==> src/rtl/mft_pkg.sv <==
// ----------------------------------------------------------------------------
// mft_pkg: shared types and constants of the multi-turn tracker
// Field widths, register codes, reset values and the item structs that move
// between the pipeline stages.
// ----------------------------------------------------------------------------
`default_nettype none

package mft_pkg;

	// Frame fields
	localparam int ID_W       = 11;
	localparam int PAYLOAD_W  = 56;
	localparam int BYTE_W     = 8;
	localparam int WORD_W     = 16;

	// Payload byte positions, byte 0 in the top bits
	localparam int ENC_LSB    = 40;
	localparam int SPEED_LSB  = 24;
	localparam int CURR_LSB   = 8;
	localparam int TEMP_LSB   = 0;

	// Slot window and per-slot store
	localparam int SLOTS_PER_BUS = 8;
	localparam int SLOT_W        = 3;
	localparam int CNT_W         = 4;
	localparam int IDX_W         = SLOT_W + 1;
	localparam int STORE_DEPTH   = 1 << IDX_W;

	// Encoder and turn count
	localparam int ENC_W          = 13;
	localparam int ENCODER_COUNTS = 1 << ENC_W;
	localparam logic [ENC_W-1:0] ENC_MAX = {ENC_W{1'b1}};
	localparam logic signed [ENC_W:0] HALF_TURN = (ENC_W+1)'(ENCODER_COUNTS / 2);
	localparam int TURN_W         = 24;
	localparam int COUNT_W        = TURN_W + ENC_W;

	// Scaling: unsigned Q0.24 scale, signed Q31.16 angle
	localparam int SCALE_W     = 24;
	localparam int SCALE_FRAC  = 24;
	localparam int ANGLE_W     = 48;
	localparam int ANGLE_FRAC  = 16;
	localparam int DROP_W      = SCALE_FRAC - ANGLE_FRAC;
	localparam int MAG_LO_W    = 24;
	localparam int MAG_HI_W    = COUNT_W - MAG_LO_W;
	localparam int PROD_LO_W   = MAG_LO_W + SCALE_W;
	localparam int PROD_HI_W   = MAG_HI_W + SCALE_W;
	localparam int HI_KEEP_W   = ANGLE_W - ANGLE_FRAC;
	localparam logic [ANGLE_W:0] ROUND_BIAS  = (ANGLE_W+1)'(1) << (DROP_W - 1);
	localparam logic [ANGLE_W:0] ANGLE_POS_MAX = {2'b00, {(ANGLE_W-1){1'b1}}};
	localparam logic [ANGLE_W:0] ANGLE_NEG_MAG = {2'b01, {(ANGLE_W-1){1'b0}}};

	// Configuration port
	localparam int CFG_IDX_W  = 3;
	localparam int CFG_DATA_W = 24;

	typedef enum logic [CFG_IDX_W-1:0] {
		REG_BUS0_BASE    = 3'd0,
		REG_BUS0_COUNT   = 3'd1,
		REG_BUS1_BASE    = 3'd2,
		REG_BUS1_COUNT   = 3'd3,
		REG_DIRECT_MASK  = 3'd4,
		REG_GEARED_SCALE = 3'd5,
		REG_DIRECT_SCALE = 3'd6
	} cfg_reg_t;

	typedef struct packed {
		logic [ID_W-1:0]        bus0_base;
		logic [CNT_W-1:0]       bus0_count;
		logic [ID_W-1:0]        bus1_base;
		logic [CNT_W-1:0]       bus1_count;
		logic [STORE_DEPTH-1:0] direct_mask;
		logic [SCALE_W-1:0]     geared_scale;
		logic [SCALE_W-1:0]     direct_scale;
	} cfg_t;

	localparam cfg_t CFG_RESET = '{
		bus0_base:    ID_W'(513),
		bus0_count:   CNT_W'(4),
		bus1_base:    ID_W'(513),
		bus1_count:   CNT_W'(8),
		direct_mask:  STORE_DEPTH'(16384),
		geared_scale: SCALE_W'(38398),
		direct_scale: SCALE_W'(737370)
	};

	// Received frame as captured at the input
	typedef struct packed {
		logic                 bus;
		logic [ID_W-1:0]      id;
		logic [PAYLOAD_W-1:0] payload;
	} frame_t;

	// Unpacked result fields, carried to the output unchanged
	typedef struct packed {
		logic               bus;
		logic [SLOT_W-1:0]  slot;
		logic [ENC_W-1:0]   encoder;
		logic [WORD_W-1:0]  speed;
		logic [WORD_W-1:0]  current;
		logic [BYTE_W-1:0]  temperature;
		logic [TURN_W-1:0]  turns;
	} fields_t;

	// Item after unwrap: sign and magnitude of the count, selected scale
	typedef struct packed {
		fields_t              f;
		logic                 neg;
		logic [COUNT_W-1:0]   mag;
		logic [SCALE_W-1:0]   scale;
	} unwrap_t;

	// Item after the two partial products
	typedef struct packed {
		fields_t               f;
		logic                  neg;
		logic [PROD_HI_W-1:0]  hi;
		logic [PROD_LO_W-1:0]  lo;
	} prod_t;

endpackage

`default_nettype wire

==> src/rtl/mft_cfg.sv <==
// ----------------------------------------------------------------------------
// mft_cfg: configuration registers
// Write-only register file; an index with no register is ignored.
// ----------------------------------------------------------------------------
`default_nettype none

module mft_cfg import mft_pkg::*; (
	input  logic                  clk,
	input  logic                  arst_n,
	input  logic                  cfg_write_en,
	input  logic [CFG_IDX_W-1:0]  cfg_index,
	input  logic [CFG_DATA_W-1:0] cfg_data,
	output cfg_t                  cfg
);

	cfg_t cfg_q;

	// Write the addressed register, keep only its own bits
	always_ff @(posedge clk or negedge arst_n) begin
		if (!arst_n) begin
			cfg_q <= CFG_RESET;
		end else if (cfg_write_en) begin
			unique case (cfg_reg_t'(cfg_index))
				REG_BUS0_BASE:    cfg_q.bus0_base    <= cfg_data[ID_W-1:0];
				REG_BUS0_COUNT:   cfg_q.bus0_count   <= cfg_data[CNT_W-1:0];
				REG_BUS1_BASE:    cfg_q.bus1_base    <= cfg_data[ID_W-1:0];
				REG_BUS1_COUNT:   cfg_q.bus1_count   <= cfg_data[CNT_W-1:0];
				REG_DIRECT_MASK:  cfg_q.direct_mask  <= cfg_data[STORE_DEPTH-1:0];
				REG_GEARED_SCALE: cfg_q.geared_scale <= cfg_data[SCALE_W-1:0];
				REG_DIRECT_SCALE: cfg_q.direct_scale <= cfg_data[SCALE_W-1:0];
				default: ;
			endcase
		end
	end

	assign cfg = cfg_q;

endmodule

`default_nettype wire

==> src/rtl/mft_unwrap.sv <==
// ----------------------------------------------------------------------------
// mft_unwrap: slot match, unpack and turn tracking
// Matches the frame to a slot, unpacks the payload, updates the slot's
// previous reading and turn count, and forms the signed count magnitude.
// ----------------------------------------------------------------------------
`default_nettype none

module mft_unwrap import mft_pkg::*; (
	input  logic    clk,
	input  logic    arst_n,
	input  cfg_t    cfg,
	input  logic    in_valid,
	input  frame_t  in_frame,
	output logic    in_ready,
	output logic    out_valid,
	output unwrap_t out_item,
	input  logic    out_ready
);

	logic [ENC_W-1:0]  prev_q [STORE_DEPTH];
	logic [TURN_W-1:0] turn_q [STORE_DEPTH];
	logic              v_s2;
	unwrap_t           item_s2;

	logic [ID_W-1:0]          base;
	logic [CNT_W-1:0]         cnt_raw;
	logic [CNT_W-1:0]         cnt;
	logic [ID_W:0]            id_off;
	logic                     hit;
	logic [SLOT_W-1:0]        slot;
	logic [IDX_W-1:0]         idx;
	logic [WORD_W-1:0]        enc_raw;
	logic [ENC_W-1:0]         enc;
	logic [ENC_W-1:0]         prev;
	logic [TURN_W-1:0]        turn_rd;
	logic [TURN_W-1:0]        turn_nxt;
	logic signed [ENC_W:0]    enc_diff;
	logic [COUNT_W-1:0]       counts;
	logic                     neg;
	logic                     upd_en;
	unwrap_t                  item_nxt;

	// Match the identifier against the bus window
	always_comb begin
		base    = in_frame.bus ? cfg.bus1_base : cfg.bus0_base;
		cnt_raw = in_frame.bus ? cfg.bus1_count : cfg.bus0_count;
		cnt     = (cnt_raw > CNT_W'(SLOTS_PER_BUS)) ? CNT_W'(SLOTS_PER_BUS) : cnt_raw;
		id_off  = {1'b0, in_frame.id} - {1'b0, base};
		hit     = !id_off[ID_W] && (id_off[ID_W-1:0] < ID_W'(cnt));
		slot    = id_off[SLOT_W-1:0];
		idx     = {in_frame.bus, slot};
	end

	// Clamp the reading and count a turn on a jump of half a turn or more
	always_comb begin
		enc_raw  = in_frame.payload[ENC_LSB +: WORD_W];
		enc      = (enc_raw > WORD_W'(ENC_MAX)) ? ENC_MAX : enc_raw[ENC_W-1:0];
		prev     = prev_q[idx];
		turn_rd  = turn_q[idx];
		enc_diff = signed'({1'b0, enc}) - signed'({1'b0, prev});
		priority if (enc_diff >= HALF_TURN) begin
			turn_nxt = turn_rd - TURN_W'(1);
		end else if (enc_diff <= -HALF_TURN) begin
			turn_nxt = turn_rd + TURN_W'(1);
		end else begin
			turn_nxt = turn_rd;
		end
		counts = {turn_nxt, enc};
		neg    = turn_nxt[TURN_W-1];
	end

	// Assemble the unwrapped item
	always_comb begin
		item_nxt.f.bus         = in_frame.bus;
		item_nxt.f.slot        = slot;
		item_nxt.f.encoder     = enc;
		item_nxt.f.speed       = in_frame.payload[SPEED_LSB +: WORD_W];
		item_nxt.f.current     = in_frame.payload[CURR_LSB +: WORD_W];
		item_nxt.f.temperature = in_frame.payload[TEMP_LSB +: BYTE_W];
		item_nxt.f.turns       = turn_nxt;
		item_nxt.neg           = neg;
		item_nxt.mag           = neg ? (COUNT_W'(0) - counts) : counts;
		item_nxt.scale         = cfg.direct_mask[idx] ? cfg.direct_scale : cfg.geared_scale;
	end

	assign in_ready = !v_s2 || out_ready;
	assign upd_en   = in_valid && in_ready && hit;

	// Update the slot state as a matched item moves on
	always_ff @(posedge clk or negedge arst_n) begin
		if (!arst_n) begin
			for (int i = 0; i < STORE_DEPTH; i++) begin
				prev_q[i] <= '0;
				turn_q[i] <= '0;
			end
		end else if (upd_en) begin
			prev_q[idx] <= enc;
			turn_q[idx] <= turn_nxt;
		end
	end

	// Advance the stage valid; drop unmatched items
	always_ff @(posedge clk or negedge arst_n) begin
		if (!arst_n) begin
			v_s2 <= 1'b0;
		end else if (in_ready) begin
			v_s2 <= in_valid && hit;
		end
	end

	always_ff @(posedge clk) begin
		if (upd_en) begin
			item_s2 <= item_nxt;
		end
	end

	assign out_valid = v_s2;
	assign out_item  = item_s2;

`ifndef SYNTHESIS
	a_prev_stored: assert property (@(posedge clk) disable iff (!arst_n)
		upd_en |=> prev_q[{item_s2.f.bus, item_s2.f.slot}] == item_s2.f.encoder)
		else $error("stored reading differs from the reported one");

	a_turn_stored: assert property (@(posedge clk) disable iff (!arst_n)
		upd_en |=> turn_q[{item_s2.f.bus, item_s2.f.slot}] == item_s2.f.turns)
		else $error("stored turn count differs from the reported one");

	a_turn_step: assert property (@(posedge clk) disable iff (!arst_n)
		upd_en |=> (TURN_W'(item_s2.f.turns - $past(turn_rd)) == TURN_W'(0)) ||
			(TURN_W'(item_s2.f.turns - $past(turn_rd)) == TURN_W'(1)) ||
			(TURN_W'(item_s2.f.turns - $past(turn_rd)) == {TURN_W{1'b1}}))
		else $error("turn count moved by more than one turn");
`endif

endmodule

`default_nettype wire

==> src/rtl/mft_angle.sv <==
// ----------------------------------------------------------------------------
// mft_angle: angle scaling
// Multiplies the count magnitude by the scale in two partial products, then
// rounds to Q31.16, applies the sign and saturates into the output register.
// ----------------------------------------------------------------------------
`default_nettype none

module mft_angle import mft_pkg::*; (
	input  logic               clk,
	input  logic               arst_n,
	input  logic               in_valid,
	input  unwrap_t            in_item,
	output logic               in_ready,
	output logic               out_valid,
	output fields_t            out_fields,
	output logic [ANGLE_W-1:0] out_angle,
	input  logic               out_ready
);

	logic               v_s3;
	prod_t              prod_s3;
	logic               v_s4;
	fields_t            fields_s4;
	logic [ANGLE_W-1:0] angle_s4;
	logic               neg_s4;

	logic                s4_ready;
	logic                s3_load;
	logic                s4_load;
	prod_t               prod_nxt;
	logic                sat_hi;
	logic [ANGLE_W:0]    lo_rnd;
	logic [ANGLE_W:0]    mag_r;
	logic [ANGLE_W-1:0]  angle_nxt;

	assign s4_ready = !v_s4 || out_ready;
	assign in_ready = !v_s3 || s4_ready;
	assign s3_load  = in_valid && in_ready;
	assign s4_load  = v_s3 && s4_ready;

	// Form the high and low partial products
	always_comb begin
		prod_nxt.f   = in_item.f;
		prod_nxt.neg = in_item.neg;
		prod_nxt.hi  = PROD_HI_W'(in_item.mag[COUNT_W-1:MAG_LO_W]) * PROD_HI_W'(in_item.scale);
		prod_nxt.lo  = PROD_LO_W'(in_item.mag[MAG_LO_W-1:0]) * PROD_LO_W'(in_item.scale);
	end

	// Round to Q31.16, apply the sign, saturate
	always_comb begin
		sat_hi = |prod_s3.hi[PROD_HI_W-1:HI_KEEP_W];
		lo_rnd = (ANGLE_W+1)'(prod_s3.lo) + ROUND_BIAS;
		if (sat_hi) begin
			mag_r = (ANGLE_W+1)'(1) << ANGLE_W;
		end else begin
			mag_r = (ANGLE_W+1)'({prod_s3.hi[HI_KEEP_W-1:0], {ANGLE_FRAC{1'b0}}}) +
				(lo_rnd >> DROP_W);
		end
		if (!prod_s3.neg) begin
			angle_nxt = (mag_r > ANGLE_POS_MAX) ? ANGLE_POS_MAX[ANGLE_W-1:0] :
				mag_r[ANGLE_W-1:0];
		end else begin
			angle_nxt = (mag_r > ANGLE_NEG_MAG) ? ANGLE_NEG_MAG[ANGLE_W-1:0] :
				(ANGLE_W'(0) - mag_r[ANGLE_W-1:0]);
		end
	end

	// Advance the stage valids
	always_ff @(posedge clk or negedge arst_n) begin
		if (!arst_n) begin
			v_s3 <= 1'b0;
			v_s4 <= 1'b0;
		end else begin
			if (in_ready) begin
				v_s3 <= in_valid;
			end
			if (s4_ready) begin
				v_s4 <= v_s3;
			end
		end
	end

	// Hold payloads while stalled
	always_ff @(posedge clk) begin
		if (s3_load) begin
			prod_s3 <= prod_nxt;
		end
		if (s4_load) begin
			fields_s4 <= prod_s3.f;
			angle_s4  <= angle_nxt;
			neg_s4    <= prod_s3.neg;
		end
	end

	assign out_valid  = v_s4;
	assign out_fields = fields_s4;
	assign out_angle  = angle_s4;

`ifndef SYNTHESIS
	a_neg_sign: assert property (@(posedge clk) disable iff (!arst_n)
		v_s4 && neg_s4 |-> angle_s4[ANGLE_W-1] || (angle_s4 == ANGLE_W'(0)))
		else $error("negative count gave a positive angle");

	a_pos_sign: assert property (@(posedge clk) disable iff (!arst_n)
		v_s4 && !neg_s4 |-> !angle_s4[ANGLE_W-1])
		else $error("non-negative count gave a negative angle");

	a_sat_hi: assert property (@(posedge clk) disable iff (!arst_n)
		s4_load && sat_hi |=> (angle_s4 == ANGLE_POS_MAX[ANGLE_W-1:0]) ||
			(angle_s4 == ANGLE_NEG_MAG[ANGLE_W-1:0]))
		else $error("overflowing product not saturated");
`endif

endmodule

`default_nettype wire

==> src/rtl/motor_feedback_multiturn_tracker.sv <==
// ----------------------------------------------------------------------------
// motor_feedback_multiturn_tracker: motor feedback multi-turn tracker
// Unpacks motor feedback frames for a window of slots per bus and tracks a
// wrapped turn count and an unwrapped angle for each slot.
// ----------------------------------------------------------------------------
// Usage:
// Input channel (in_valid / in_stall): one received frame per item, with its
// bus, identifier and payload bytes 0 to 6. Output channel (out_valid /
// out_stall): one result per matched frame; a frame outside its bus window
// gives no result and leaves the slot state as it was.
// Path: an accepted item passes the input register, unwrap stage, product
// stage and output register before its result is valid.
// Throughput: one item per cycle while out_stall is low; the per-slot
// read-modify-write of the previous reading and turn count closes in the
// unwrap stage, so frames for the same slot may follow back to back.
// Stall: each stage holds its item while the next is full; with out_stall
// high the four stages fill and in_stall rises, and no item is lost.
// Configuration: write registers through cfg_write_en / cfg_index / cfg_data
// while no item is in flight.
// Reset: configuration returns to its defaults, all slot readings and turn
// counts clear to zero and the pipeline empties.
// ----------------------------------------------------------------------------
`default_nettype none

module motor_feedback_multiturn_tracker import mft_pkg::*; (
	input  logic                      clk,
	input  logic                      arst_n,
	input  logic                      cfg_write_en,
	input  logic [CFG_IDX_W-1:0]      cfg_index,
	input  logic [CFG_DATA_W-1:0]     cfg_data,
	input  logic                      in_valid,
	output logic                      in_stall,
	input  logic                      source_bus,
	input  logic [ID_W-1:0]           frame_id,
	input  logic [PAYLOAD_W-1:0]      frame_payload,
	output logic                      out_valid,
	input  logic                      out_stall,
	output logic                      result_bus,
	output logic [SLOT_W-1:0]         result_slot,
	output logic [ENC_W-1:0]          encoder_position,
	output logic signed [WORD_W-1:0]  motor_speed,
	output logic signed [WORD_W-1:0]  motor_current,
	output logic [BYTE_W-1:0]         motor_temperature,
	output logic signed [TURN_W-1:0]  turn_total,
	output logic signed [ANGLE_W-1:0] angle_degrees
);

	cfg_t               cfg;
	logic               v_s1;
	frame_t             frame_s1;
	logic               unwrap_ready;
	logic               unwrap_valid;
	unwrap_t            unwrap_item;
	logic               angle_ready;
	fields_t            res_fields;
	logic [ANGLE_W-1:0] res_angle;
	logic               in_ready;

	mft_cfg u_cfg (
		.clk          (clk),
		.arst_n       (arst_n),
		.cfg_write_en (cfg_write_en),
		.cfg_index    (cfg_index),
		.cfg_data     (cfg_data),
		.cfg          (cfg)
	);

	// Capture the input item
	assign in_ready = !v_s1 || unwrap_ready;
	assign in_stall = !in_ready;

	always_ff @(posedge clk or negedge arst_n) begin
		if (!arst_n) begin
			v_s1 <= 1'b0;
		end else if (in_ready) begin
			v_s1 <= in_valid;
		end
	end

	always_ff @(posedge clk) begin
		if (in_valid && in_ready) begin
			frame_s1.bus     <= source_bus;
			frame_s1.id      <= frame_id;
			frame_s1.payload <= frame_payload;
		end
	end

	mft_unwrap u_unwrap (
		.clk       (clk),
		.arst_n    (arst_n),
		.cfg       (cfg),
		.in_valid  (v_s1),
		.in_frame  (frame_s1),
		.in_ready  (unwrap_ready),
		.out_valid (unwrap_valid),
		.out_item  (unwrap_item),
		.out_ready (angle_ready)
	);

	mft_angle u_angle (
		.clk        (clk),
		.arst_n     (arst_n),
		.in_valid   (unwrap_valid),
		.in_item    (unwrap_item),
		.in_ready   (angle_ready),
		.out_valid  (out_valid),
		.out_fields (res_fields),
		.out_angle  (res_angle),
		.out_ready  (!out_stall)
	);

	// Drive the result ports
	assign result_bus        = res_fields.bus;
	assign result_slot       = res_fields.slot;
	assign encoder_position  = res_fields.encoder;
	assign motor_speed       = res_fields.speed;
	assign motor_current     = res_fields.current;
	assign motor_temperature = res_fields.temperature;
	assign turn_total        = res_fields.turns;
	assign angle_degrees     = res_angle;

endmodule

`default_nettype wire
==> config.mk <==
export PLATFORM = sky130hd
export DESIGN_NAME = motor_feedback_multiturn_tracker
export DESIGN_NICKNAME = d
export VERILOG_FILES = /design/src/rtl/mft_pkg.sv /design/src/rtl/mft_cfg.sv /design/src/rtl/mft_unwrap.sv /design/src/rtl/mft_angle.sv /design/src/rtl/motor_feedback_multiturn_tracker.sv
export SDC_FILE = /design/constraint.sdc
export NUM_CORES = 2
export LEC_CHECK = 0
export ABC_CLOCK_PERIOD_IN_PS = 49700
export BUFFER_PORTS_ARGS = -buffer_cell sky130_fd_sc_hd__buf_2
export CORE_MARGIN = 10
export CORE_UTILIZATION = 62
export DETAILED_ROUTE_END_ITERATION = 8
export GPL_TIMING_DRIVEN = 1
export PLACE_DENSITY = 0.79
export SYNTH_ARGS = -nofsm -noshare
export SYNTH_HDL_FRONTEND = slang
export SYNTH_SLANG_ARGS = --single-unit
==> constraint.sdc <==
create_clock -name clk -period 49.7 [get_ports clk]
set_input_delay 2.485 -clock clk [delete_from_list [all_inputs] [get_ports clk]]
set_output_delay 2.485 -clock clk [all_outputs]
set_load 0.01 [all_outputs]
==> metrics.txt <==
CTS root buf clkbuf_16; vias in the first global route 57074; Critical Path Source Type register; number of DRC markers in iteration 0 between 4000 and 5000; CP startpoint frame_s1[67]$_DFFE_PP_; count of input and output buffers 230; Initial Util 62.6%; Buf/Inv on CP 6; worst-path cell chain buf_4 > buf_4 > mux2_2 > ha_4 > inv_1 > fa_4 > buf_4 > buf_4 > mux4_2 > mux4_2 > inv_1 > ha_1 > or3_1 > a211oi_1 > a311oi_2 > nor2_1 > a2111oi_0 > or4_1 > or4_4 > nor4_4 > a41oi_1 > xor2_1; core area 130000 um^2; Hold Slack 0.412 ns; CP required 50.20 ns; area delta synth->final 8.45%; CTS Buf Count 115; Via Count between 50000 and 60000; overflow left after global routing 0; clock slew at reported path FFs ~0.070 ns; sequential area share after synthesis 39.6%; TritonRoute pass-1 iters 8; minimum clock period 11.04 ns; Hold Buf Count CTS 0; actual slew at the worst max-slew pin 1.23 ns; # clock sinks roughly 1200; pins over their slew limit 0; routed length per instance 23.9 um; die outline area 146000 um^2; Post-Syn Area ~81000 um^2; Nets around 8000; Synth cell types 89; Crit path max-delay family simple AND/OR/NAND/NOR gates; via density per instance 6.17; synthesized net count 7874; Critical Path Stages 22; peak supply drop 0.0411 mV; H-Tree Depth 3; RSZ-0062 raised after global routing false; leading register cell type out of synthesis dfrtp_1; endpoint type of the worst setup path register; Post-Syn Instances 6739; worst-path fanout max 62; Rel. slew slack between 15 and 20%; DRC 0; Total Wirelength a little over 200 mm; Die Ht around 380 um; max_cap viols 0; run status finished, final reports clean; Ys Warns 0; PostCTS Resize Cnt 0; WP data arrival 11.54 ns; crit-path max cell delay 1.35 ns; CP Capture Point u_unwrap.out_item[59]$_DFFE_PP_; reg2reg path depth 22; critical path type reg2reg; HP Class reg2reg; # IOs 231; flop-to-flop setup slack 38.66 ns; Syn Area/Cell 12.1 um^2; worst r2r src frame_s1[67]$_DFFE_PP_; Synth Register Bits 1187; DP HPWL between 100 and 150 mm; utilization after layout roughly 68%; All-Layer GR Usage 28.6%; Worst R2R End u_unwrap.out_item[59]$_DFFE_PP_; routability cong. 0.933; CTS tree done; CTS max path bufs 3; Pwr Density 32.3 nW/um^2; ratio of cells with drive above 1 in the final layout 21.9%; # rows 132; period utilisation layout 22.2%; post-synthesis async set-or-reset flop share about 58%; first-pass GRT wire length 327 mm; Final Hold Vio Count 0; initial antenna violation count 17; Worst path slowest cell fa_4; FMAX 0.0906 GHz; Setup-failing EPs final 0; Final Skew slightly below 0.09 ns; die width 382 um; final setup TNS 0 ns; largest net degree at the start of global routing roughly 190; Worst-Skew Late Latency 0.77 ns; Leak about 41 nW; CP most frequent cell buf_4; Post-synth EDFFs 497; post-CTS setup buffers 0; Final ANT Viol Nets 0
area by class of cell:
type	instances	area [um^2]
antenna	12	30.0
sequential	1187	32200
fill	9177	41800
inverter	817	3070
timing repair buffer	354	2130
clock buffer	148	3080
multi-input combinational	4349	44700
tap	1742	2180
clock inverter	70	817
cells in the final DEF (no fill, tap or decap), types with 27 or more instances in the layout:
| cell | netlist | layout |
|---|---|---|
| a211oi_1 | 31 | 30 |
| a21o_1 | 49 | 49 |
| a21oi_1 | 151 | 151 |
| a31oi_1 | 32 | 31 |
| and2_1 | 416 | 413 |
| and3_1 | 43 | 43 |
| buf_2 | 33 | 229 |
| buf_4 | 8 | 121 |
| clkbuf_16 | 0 | 115 |
| dfrtp_1 | 664 | 664 |
| edfxtp_1 | 497 | 497 |
| fa_1 | 725 | 724 |
| ha_1 | 310 | 309 |
| inv_1 | 815 | 815 |
| mux2_2 | 725 | 725 |
| mux2i_1 | 87 | 87 |
| mux4_2 | 170 | 170 |
| nand2_1 | 644 | 632 |
| nand2b_1 | 30 | 30 |
| nand3_1 | 68 | 64 |
| nor2_1 | 182 | 181 |
| nor2b_1 | 27 | 27 |
| nor3_1 | 62 | 60 |
| o21a_1 | 29 | 29 |
| o21ai_0 | 76 | 76 |
| xnor2_1 | 117 | 115 |
| xor2_1 | 68 | 68 |
how the worst min path moves through the flow:
stage	cells past startpoint	end	startpoint	slack, ns
after floorplan	0	u_angle.out_fields[0]$_DFFE_PP_	u_angle.prod_s3[86]$_DFFE_PP_	0.40
after global placement	0	u_angle.prod_s3[142]$_DFFE_PP_	u_unwrap.out_item[118]$_DFFE_PP_	0.40
after detailed placement	0	u_angle.out_fields[45]$_DFFE_PP_	u_angle.prod_s3[131]$_DFFE_PP_	0.40
after CTS	0	u_angle.out_fields[45]$_DFFE_PP_	u_angle.prod_s3[131]$_DFFE_PP_	0.41
after global routing	0	u_angle.out_fields[45]$_DFFE_PP_	u_angle.prod_s3[131]$_DFFE_PP_	0.41
final	0	u_angle.out_fields[45]$_DFFE_PP_	u_angle.prod_s3[131]$_DFFE_PP_	0.41
registers in the layout, indices dropped and copies added (netlist names):
signal,count
u_angle.out_angle,48
v_s1,1
u_unwrap.out_item,141
u_unwrap.out_valid,1
u_unwrap.prev_q,208
u_cfg.cfg,94
frame_s1,68
u_angle.prod_s3,159
u_unwrap.turn_q,384
u_angle.v_s3,1
u_angle.out_valid,1
u_angle.out_fields,81
worst reg2reg max path, delay by kind of cell (launching register included):
kind            cells  cell delay [ns]
compound gates      4             0.89
xor+xnor            1             0.19
fa+ha+maj           3             1.76
buf+inv             6             2.95
flops               1             0.33
mux                 3             1.27
simple gates        5             3.37
layer usage:
layer,track usage [%],vias up,share of wire (%)
met5,0,-,0.016
met3,4.38,564,6.9
met4,12.5,6,4.7
met2,49.1,2230,51
li1,-,22858,-
met1,35.8,27851,38
through the flow:
stage	std cells	setup slack, ns	area [um^2]	power, mW
after floorplan	6739	31.94	81300	1.73
after global placement	8449	39.09	84300	1.94
after detailed placement	8449	38.85	84300	1.96
after CTS	8667	38.84	88200	2.86
after global routing	8672	38.41	88200	2.98
final	8679	38.66	88200	2.85
report_power, final:
part           total, mW  leakage [nW]  switching (mW)  internal, mW
combinational      0.824          25.2           0.497         0.327
clock              0.901          1.90           0.388         0.513
sequential          1.13          13.9          0.0213          1.11
synthesized netlist by cell type, drive strengths merged (11+ instances only):
library cell | instances | area share, %
nand3 | 69 | 0.43
a21oi | 151 | 0.93
dfrtp | 664 | 20
and2 | 418 | 3.2
nand2 | 644 | 3.0
clkbuf | 322 | 1.5
or2 | 15 | 0.12
nor4 | 30 | 0.28
nor2b | 27 | 0.21
o21ai | 77 | 0.47
ha | 310 | 4.8
nand2b | 30 | 0.23
or3 | 20 | 0.15
a211o | 17 | 0.18
buf | 64 | 0.41
a21o | 49 | 0.45
nor3 | 62 | 0.38
nor2 | 182 | 0.84
o21a | 29 | 0.27
xor2 | 68 | 0.73
mux2 | 725 | 10
xnor2 | 118 | 1.3
dfstp | 26 | 0.84
o21bai | 14 | 0.13
a31oi | 32 | 0.25
edfxtp | 497 | 18
nand4 | 26 | 0.20
a221oi | 12 | 0.13
a211oi | 32 | 0.30
inv | 816 | 3.8
mux4 | 170 | 4.7
mux2i | 87 | 1.1
o31ai | 13 | 0.12
and3 | 43 | 0.33
or4 | 11 | 0.11
fa | 725 | 18
kinds of logic after synthesis:
family                   share of synthesized area, %
AO/OA/AOI/OAI                                    4.32
XOR/XNOR                                         2.01
adder cells (fa/ha/maj)                          22.6
buffers and inverters                            5.67
flip-flops                                       39.6
multiplexers                                     15.8
AND/OR/NAND/NOR                                  9.94
Power figures use the tool's default switching activity.
